### src/hdl/sms_pkg.sv
// Shared constants and types for the setup mode selector.
// No dependencies; imported by the top level and its checker.
package sms_pkg;

	localparam int unsigned MODE_COUNT = 12;

	localparam int unsigned MODE_W    = 4;
	localparam int unsigned HOLD_W    = 5;
	localparam int unsigned TIMEOUT_W = 10;
	localparam int unsigned BLINK_W   = 6;
	localparam int unsigned FADE_W    = 9;
	localparam int unsigned ADDR_W    = 3;
	localparam int unsigned DATA_W    = 32;

	localparam logic [TIMEOUT_W-1:0] TIMEOUT_RESET = 10'd900;
	localparam logic [HOLD_W-1:0]    HOLD_RESET    = 5'd16;
	localparam logic [BLINK_W-1:0]   PHASE_B_POINT = 6'd32;

	// Register select bit (paddr[2])
	localparam logic REG_TIMEOUT = 1'b0;
	localparam logic REG_HOLD    = 1'b1;

	typedef struct packed {
		logic [MODE_W-1:0]    mode_now;
		logic [MODE_W-1:0]    mode_before;
		logic [HOLD_W-1:0]    holdoff;
		logic                 latched;
		logic [TIMEOUT_W-1:0] timeout_left;
		logic                 enabled;
		logic [BLINK_W-1:0]   blink_phase;
		logic [FADE_W-1:0]    fade_timer;
	} sms_state_t;

endpackage

### src/hdl/setup_mode_selector.sv
// Setup mode selector top level: APB registers, input register, tick logic, result register.
// Depends on sms_pkg.
//
//  channel   | handshake            | payload
//  ----------+----------------------+---------------------------------------------
//  input     | in_valid / in_ready  | select_pressed, setup_switch_on
//  result    | out_valid / out_ready| current_mode, setup_active, phase_a_pulse,
//            |                      | phase_b_pulse, fade_level, mode_cancelled
//  config    | psel/penable/pwrite  | paddr, pwdata, prdata (pready tied high)
//
// One transaction per cycle while out_ready is high; path: input register, result register.
// The tick logic runs once per transaction, between the input register and the result register.
// A stalled result holds the result register; the input register then fills and in_ready drops.
// Reset clears all mode state and loads timeout 900, hold-off 16.
module setup_mode_selector (
	input  logic                         clk,
	input  logic                         arst_n,
	input  logic                         psel,
	input  logic                         penable,
	input  logic                         pwrite,
	input  logic [sms_pkg::ADDR_W-1:0]   paddr,
	input  logic [sms_pkg::DATA_W-1:0]   pwdata,
	output logic [sms_pkg::DATA_W-1:0]   prdata,
	output logic                         pready,
	input  logic                         in_valid,
	output logic                         in_ready,
	input  logic                         select_pressed,
	input  logic                         setup_switch_on,
	output logic                         out_valid,
	input  logic                         out_ready,
	output logic [sms_pkg::MODE_W-1:0]   current_mode,
	output logic                         setup_active,
	output logic                         phase_a_pulse,
	output logic                         phase_b_pulse,
	output logic [1:0]                   fade_level,
	output logic                         mode_cancelled
);
	import sms_pkg::*;

	logic [TIMEOUT_W-1:0] timeout_cfg_q;
	logic [HOLD_W-1:0]    hold_cfg_q;
	logic                 cfg_wr;

	logic valid_s1, sel_s1, sw_s1;
	logic step_go;

	sms_state_t st_q, st_d;
	logic       pa_d, pb_d, canc_d;
	logic [1:0] fade_d;

	logic              out_valid_q;
	logic [MODE_W-1:0] mode_s2;
	logic              active_s2, pa_s2, pb_s2, canc_s2;
	logic [1:0]        fade_s2;

	// ---------------- configuration ----------------
	assign pready = 1'b1;
	assign cfg_wr = psel & penable & pwrite;

	always_ff @(posedge clk or negedge arst_n) begin
		if (!arst_n) begin
			timeout_cfg_q <= TIMEOUT_RESET;
			hold_cfg_q    <= HOLD_RESET;
		end else if (cfg_wr) begin
			case (paddr[2])
				REG_TIMEOUT: timeout_cfg_q <= pwdata[TIMEOUT_W-1:0];
				REG_HOLD:    hold_cfg_q    <= pwdata[HOLD_W-1:0];
				default:     ;
			endcase
		end
	end

	always_comb begin
		case (paddr[2])
			REG_TIMEOUT: prdata = {{(DATA_W-TIMEOUT_W){1'b0}}, timeout_cfg_q};
			REG_HOLD:    prdata = {{(DATA_W-HOLD_W){1'b0}}, hold_cfg_q};
			default:     prdata = '0;
		endcase
	end

	// ---------------- handshake ----------------
	assign step_go  = valid_s1 & (~out_valid_q | out_ready);
	assign in_ready = ~valid_s1 | step_go;

	always_ff @(posedge clk or negedge arst_n) begin
		if (!arst_n) begin
			valid_s1 <= 1'b0;
		end else if (in_ready) begin
			valid_s1 <= in_valid;
		end
	end

	always_ff @(posedge clk) begin
		if (in_valid && in_ready) begin
			sel_s1 <= select_pressed;
			sw_s1  <= setup_switch_on;
		end
	end

	// ---------------- tick logic ----------------
	function automatic sms_state_t advance(input sms_state_t s, input logic [TIMEOUT_W-1:0] tmo);
		sms_state_t      r;
		logic [MODE_W:0] nxt;
		r = s;
		if (s.mode_now == '0 && s.mode_before != '0)
			nxt = {1'b0, s.mode_before};
		else
			nxt = {1'b0, s.mode_now} + (MODE_W+1)'(1);
		if (nxt >= (MODE_W+1)'(MODE_COUNT)) begin
			r.mode_now    = '0;
			r.mode_before = '0;
		end else begin
			r.mode_now     = nxt[MODE_W-1:0];
			r.timeout_left = tmo;
		end
		r.blink_phase = '0;
		return r;
	endfunction

	always_comb begin
		st_d   = st_q;
		canc_d = 1'b0;
		pa_d   = 1'b0;
		pb_d   = 1'b0;
		fade_d = 2'd0;

		// select button with hold-off
		if (sel_s1) begin
			st_d.holdoff = hold_cfg_q;
			if (!st_d.latched) begin
				st_d.latched = 1'b1;
				st_d = advance(st_d, timeout_cfg_q);
			end
		end else begin
			if (st_d.holdoff != '0)
				st_d.holdoff = st_d.holdoff - HOLD_W'(1);
			if (st_d.holdoff == '0)
				st_d.latched = 1'b0;
		end

		// setup switch: enable on, cancel on release
		if (sw_s1) begin
			st_d.timeout_left = timeout_cfg_q;
			if (!st_d.enabled) begin
				st_d.enabled = 1'b1;
				if (st_d.mode_now == '0)
					st_d = advance(st_d, timeout_cfg_q);
			end
		end else if (st_d.enabled) begin
			st_d.enabled      = 1'b0;
			st_d.mode_before  = st_d.mode_now;
			st_d.mode_now     = '0;
			st_d.timeout_left = '0;
			canc_d            = 1'b1;
		end

		// inactivity timeout
		if (st_d.timeout_left != '0) begin
			st_d.timeout_left = st_d.timeout_left - TIMEOUT_W'(1);
			if (st_d.timeout_left == '0) begin
				st_d.mode_before = st_d.mode_now;
				st_d.mode_now    = '0;
				canc_d           = 1'b1;
			end
		end

		// blink and fade advance only while a mode is active
		if (st_d.mode_now != '0) begin
			pa_d             = (st_d.blink_phase == '0);
			pb_d             = (st_d.blink_phase == PHASE_B_POINT);
			fade_d           = st_d.fade_timer[FADE_W-1:FADE_W-2];
			st_d.fade_timer  = st_d.fade_timer + FADE_W'(1);
			st_d.blink_phase = st_d.blink_phase + BLINK_W'(1);
		end
	end

	always_ff @(posedge clk or negedge arst_n) begin
		if (!arst_n) begin
			st_q <= '0;
		end else if (step_go) begin
			st_q <= st_d;
		end
	end

	// ---------------- result register ----------------
	always_ff @(posedge clk or negedge arst_n) begin
		if (!arst_n) begin
			out_valid_q <= 1'b0;
		end else if (~out_valid_q | out_ready) begin
			out_valid_q <= valid_s1;
		end
	end

	always_ff @(posedge clk) begin
		if (step_go) begin
			mode_s2   <= st_d.mode_now;
			active_s2 <= st_d.enabled;
			pa_s2     <= pa_d;
			pb_s2     <= pb_d;
			fade_s2   <= fade_d;
			canc_s2   <= canc_d;
		end
	end

	assign out_valid      = out_valid_q;
	assign current_mode   = mode_s2;
	assign setup_active   = active_s2;
	assign phase_a_pulse  = pa_s2;
	assign phase_b_pulse  = pb_s2;
	assign fade_level     = fade_s2;
	assign mode_cancelled = canc_s2;

endmodule

### config.mk
export PLATFORM = sky130hd
export DESIGN_NAME = setup_mode_selector
export DESIGN_NICKNAME = d
export VERILOG_FILES = /design/src/hdl/sms_pkg.sv /design/src/hdl/setup_mode_selector.sv
export SDC_FILE = /design/constraint.sdc
export NUM_CORES = 1
export LEC_CHECK = 0
export BUFFER_PORTS_ARGS = -buffer_cell sky130_fd_sc_hd__buf_2
export CORE_MARGIN = 2
export CORE_UTILIZATION = 30
export CTS_BUF_LIST = sky130_fd_sc_hd__clkbuf_8 sky130_fd_sc_hd__clkbuf_16
export CTS_CLUSTER_SIZE = 14
export DETAILED_ROUTE_END_ITERATION = 16
export HOLD_SLACK_MARGIN = 0.12
export PLACE_DENSITY_LB_ADDON = 0.15
export SYNTH_ARGS = -nofsm -noshare
export SYNTH_HDL_FRONTEND = slang
export SYNTH_SLANG_ARGS = --single-unit
### constraint.sdc
create_clock -name clk -period 4.8 [get_ports clk]
set_clock_uncertainty 0.05 [all_clocks]
set_input_delay 0.72 -clock clk [delete_from_list [all_inputs] [get_ports clk]]
set_output_delay 0.72 -clock clk [all_outputs]
set_load 0.005 [all_outputs]
==> flow_summary.ini, run 1 <==
[final_layout]
fill_cells = 1582
mostFrequentLayoutCell = nand2_1
antenna_cells = 0
drive_gt1_frac = 0.2007
syn2layout_area_growth_pct = 13.48
regArea_sq_um = 1793
nets = 612
layout.cells.most_common_list = nand2_1, dfrtp_1, buf_2, nor2_1, o21ai_0
multi_input_area_sq_um = 2620
fin_util = 0.3478

[clock_tree]
postCtsResizedCells = 0
cts_root_buffer = clkbuf_16
cts_hold_buf = 0
htree_levels = 3
clk_latency_ns = 0.35
post_cts_buffers = 0
clock_path_buffers = 2
cts.reportedPaths.clkPinSlew_ns = 0.06
cts_tree = done
numCtsBuffers = 9
clkSinkCount = 69

[sta]
period_needed_ns = 4.422
finalSetupTns_ns = 0
slew_headroom = 0.5682
finalSetupViolCount = 0
worst_pin_slew_ns = 0.6434
slew_viol_final = 0
finalHoldViolCount = 0
rsz0062_at_grt = false
period_share = 0.9212
holdWs_ns = 0.2399
clock.fmax_mhz = 226.2

[floorplanning]
rows = 45
ios = 89
die_w_um = 128.6
dieArea_sq_um = 16540
start_util = 0.3065
die_y_um = 128.6
core_sq_um = 15200

[global_route]
grt_max_degree = 45
grt_pass1_vias = 3901
antenna_found_initial = 0
gr-usage-all-layers = 0.1538
grt_pass1_wl_um = 20020
gr-total-overflow = 0

[flow_run]
maxCapViolations = 0

[logic_synthesis]
ys_ff_latch = 69
synth_area_sq_um = 4659
syn_area_per_cell_sq_um = 9.030
async_flop_share = 0.8261
synth_top_area_share = 0.2793
ys.flop_type = dfrtp_1
ys_warn_count = 0
synth_edf_count = 12
seq_area_frac_synth = 0.3848
synth_cell_type_count = 80
synthCells = 516
synthTopCellsByArea = dfrtp_1, edfxtp_1, mux2_2, nand2_1, buf_4
synth_area_leader_cell = dfrtp_1

[hold_path]
hold_class = input port to asynchronous set/reset pin

[place]
port_buffers = 41
hpwlAfterDp_um = 8669
gp_congestion = 0.8771

[setup_path]
path_class = register to register
required_ns = 4.98
critPathSlowestCell = dfrtp_1
worst-path-max-fanout = 14
max_stage_delay_ns = 0.57
end_kind = register
cp-start-kind = register
crit_chain = ha_1 > and4bb_4 > o21ai_2 > a21oi_1 > nor2_1 > inv_1 > ha_1 > a211oi_1 > a21oi_1 > nand4_1 > o31ai_2 > a221oi_4 > a2bb2oi_2 > nand2b_2 > nor2_2 > mux2_1
cp.arrival_ns = 4.60
rrSetupSlack_ns = 0.38

[power]
peakVddDrop_mv = 0.2427
p_leak_nw = 2.241
power_density_nw_per_um2 = 618.4

[routing]
final_antenna_net_count = 0
drt_iter0_markers = 307
routed_wl_um = 11900
avgViaCountPerCell = 5.300
routedWlPerCell_um = 15.85
vias = 3980
dr.pass1.iters = 6
drcViolationCount = 0

[outcome]
status = finished, final reports clean
[power breakdown]
part | internal [mW] | switching (mW)
Clock | 0.363 | 0.270
Combinational | 0.658 | 0.952
Sequential | 0.798 | 0.229
Total | 1.82 | 1.45
[area by class of cell]
cell class,instances,share of cell area
tap,188,0.04449
clock buffer,10,0.04520
multi-input combinational,407,0.4955
inverter,18,0.01278
sequential,69,0.3391
clock inverter,6,0.007099
timing repair buffer,53,0.05584
[Yosys cell counts (all sizes together) (4+ instances only)]
cell type,n
or2,4
a31oi,8
inv,17
xor2,6
ha,10
a22oi,10
clkbuf,15
dfstp,5
o22ai,6
nor2,36
and2,10
o211ai,5
xnor2,7
nand3,13
nand3b,4
buf,28
nor4,5
a21oi,25
a22o,4
a211oi,4
o21ai,34
nand2b,8
nand2,60
mux2,23
o31ai,12
edfxtp,12
or4,4
or3,4
nor2b,7
nor3,22
dfrtp,52
and3,4
[through the flow]
stage	std cells	setup slack, ns	area [sq um]	power, mW
finish	751	0.3783	5288	3.270
global route	751	0.03439	5288	3.565
CTS	751	0.3645	5288	3.285
detailed placement	735	0.3852	5011	2.634
global placement	735	0.4104	5011	2.618
floorplan	537	1.030	4738	2.238
[path summary, 6_finish.rpt]
path                          start       end  cells past startpoint
max                        st_q[37]   st_q[1]                     16
min                          arst_n  valid_s1                      1
max reg2reg                st_q[37]   st_q[1]                     16
min reg2reg                 st_q[8]   st_q[8]                      1
max in group asynchronous    arst_n   st_q[3]                      2
min in group clk            st_q[8]   st_q[8]                      1
[flip-flops by register name (all words and copies together) (netlist names)]
| signal | count |
|---|---|
| setup_active | 1 |
| sw_s1 | 1 |
| sel_s1 | 1 |
| timeout_cfg_q | 10 |
| phase_b_pulse | 1 |
| phase_a_pulse | 1 |
| mode_cancelled | 1 |
| out_valid | 1 |
| st_q | 40 |
| hold_cfg_q | 5 |
| fade_level | 2 |
| current_mode | 4 |
| valid_s1 | 1 |
[layer usage]
layer,vias to the layer above,GRT usage,wire length [um]
met5,-,0,0
met4,0,0.05051,222
met3,18,0.05114,620
met2,104,0.2447,5498
met1,1918,0.1979,5560
li1,1940,-,-
[cell families after synthesis]
group                    synth area share
buffers and inverters             0.06982
AO/OA/AOI/OAI                      0.2223
XOR/XNOR                          0.02444
multiplexers                      0.05988
adder cells (fa/ha/maj)           0.02685
AND/OR/NAND/NOR                    0.2103
flip-flops                         0.3848
other                            0.001612
[critical path: cells and delay by family (launching register included)]
kind | cells | cell delay (ns)
compound gates | 7 | 1.55
fa+ha+maj | 2 | 0.51
buf+inv | 1 | 0.08
flops | 1 | 0.57
mux | 1 | 0.35
simple gates | 5 | 1.18
Note: power is estimated with default switching activity, not from simulation.
==> run 2, diff against run 1 <==
--- a/config.mk
+++ b/config.mk
@@ -5,12 +5,12 @@
 export SDC_FILE = /design/constraint.sdc
 export NUM_CORES = 1
 export LEC_CHECK = 0
-export BUFFER_PORTS_ARGS = -buffer_cell sky130_fd_sc_hd__buf_2
 export CORE_MARGIN = 2
 export CORE_UTILIZATION = 30
 export CTS_BUF_LIST = sky130_fd_sc_hd__clkbuf_8 sky130_fd_sc_hd__clkbuf_16
 export CTS_CLUSTER_SIZE = 14
 export DETAILED_ROUTE_END_ITERATION = 16
+export DONT_BUFFER_PORTS = 1
 export HOLD_SLACK_MARGIN = 0.12
 export PLACE_DENSITY_LB_ADDON = 0.15
 export SYNTH_ARGS = -nofsm -noshare
==> run 2 against run 1 <==
Cell count decreased by 5.3%. Critical path depth unchanged. Utilization down 1.0 points. Clock-buffer cell count stayed put. Total power rose by 0.15%. Critical path type unchanged. Largest power group unchanged.
==> flow_summary.ini, run 2 (synthesized netlist as in run 1, its figures left out) <==
[outcome]
status = finished, final reports clean

[setup_path]
required_ns = 4.98
rrSetupSlack_ns = 0.36
rr_startpoint = st_q[37]
critPathLaunch = st_q[37]
r2r_end = st_q[1]
cp.arrival_ns = 4.62
cp-start-kind = register
ff2ff_path_depth = 16
end_kind = register
crit_end = st_q[1]
path_class = register to register
worst-path-max-fanout = 14

[global_route]
antenna_found_initial = 0
gr-total-overflow = 0
grt_max_degree = 53
grt_pass1_wl_um = 20030
grt_pass1_vias = 3710
gr-usage-all-layers = 0.1545

[clock_tree]
cts.reportedPaths.clkPinSlew_ns = 0.06
clock_path_buffers = 2
numCtsBuffers = 9
cts_root_buffer = clkbuf_16
clk_latency_ns = 0.35
htree_levels = 3
postCtsResizedCells = 0
cts_tree = done
clkSinkCount = 69

[routing]
avgViaCountPerCell = 5.377
routedWlPerCell_um = 16.94
drcViolationCount = 0
routed_wl_um = 12040
vias = 3823
drt_iter0_markers = 315
final_antenna_net_count = 0
dr.pass1.iters = 5

[sta]
slew_viol_final = 0
period_share = 0.9246
finalHoldViolCount = 0
holdWs_ns = 0.1597
slew_headroom = 0.5618
finalSetupViolCount = 0
rsz0062_at_grt = false
finalSetupTns_ns = 0
clock.fmax_mhz = 225.3
period_needed_ns = 4.438
worst_pin_slew_ns = 0.6559

[power]
p_leak_nw = 2.083
peakVddDrop_mv = 0.1877
power_mw = 3.275
power_density_nw_per_um2 = 637.9

[final_layout]
antenna_cells = 0
top_regs = st_q: 40 flops, timeout_cfg_q: 10 flops, hold_cfg_q: 5 flops
syn2layout_area_growth_pct = 10.18
nets = 572
largest_reg_flops = 40
layout.cells.most_common_list = nand2_1, dfrtp_1, nor2_1, o21ai_0, a21oi_1
largest-register = st_q
drive_gt1_frac = 0.1415
mostFrequentLayoutCell = nand2_1

[floorplanning]
die_y_um = 128.6
dieArea_sq_um = 16540
rows = 45
core_sq_um = 15200
ios = 89
die_w_um = 128.6
start_util = 0.3065

[place]
gp_congestion = 0.8899
hpwlAfterDp_um = 8606
port_buffers = 0

[flow_run]
maxCapViolations = 0

[hold_path]
hold_class = input port to asynchronous set/reset pin
run 2: how the worst min path moves through the flow:
stage,from,end,cells after the start
final,arst_n,timeout_cfg_q[2],0
after global routing,arst_n,timeout_cfg_q[2],0
after CTS,arst_n,timeout_cfg_q[2],0
after detailed placement,arst_n,out_valid,0
after global placement,arst_n,out_valid,0
after floorplan,arst_n,hold_cfg_q[0],0
run 2: metal layers:
metal  vias up  global-route usage  part of all wire
li1       1858                   -                 -
met3        12             0.04241             0.047
met2        90              0.2450              0.46
met4         0             0.04028             0.010
met1      1863              0.2091              0.48
met5         -                   0                 0
run 2: stage by stage:
stage	setup WS [ns]	std cells	area, sq um	utilization
after CTS	0.3401	711	5134	0.3377
final	0.3621	711	5134	0.3377
after detailed placement	0.3731	694	4806	0.3161
after global routing	0.01061	711	5134	0.3377
after global placement	0.4055	694	4806	0.3161
after floorplan	1.030	537	4738	-
run 2: final cells by class:
type | instances | area (sq um)
Clock buffer | 10 | 250.2
Inverter | 18 | 67.56
Tap cell | 188 | 235.2
Multi-Input combinational cell | 407 | 2620
Fill cell | 1586 | 10070
Clock inverter | 6 | 50.05
Sequential cell | 69 | 1793
Timing Repair Buffer | 13 | 117.6
run 2: worst max-delay path, stage by stage, from the launching register on:
cell	delay, ns
dfrtp_1	0.54
ha_1	0.29
and4bb_4	0.26
o21ai_2	0.34
nand2_1	0.20
o21ai_1	0.23
inv_1	0.09
ha_1	0.25
a211oi_1	0.23
a21oi_1	0.07
nand4_1	0.17
o31ai_2	0.15
a221oi_4	0.41
a2bb2oi_2	0.21
nand2b_2	0.21
nor2_2	0.28
mux2_1	0.35
run 2: where the power goes:
part | internal (mW) | total [mW] | switching (mW)
Combinational | 0.635 | 1.57 | 0.937
Sequential | 0.798 | 1.03 | 0.233
Clock | 0.387 | 0.672 | 0.284
run 2: timing repair:
action                    CTS  global route
setup buffers               0             0
hold buffers                1             0
hold endpoints to repair   52             0
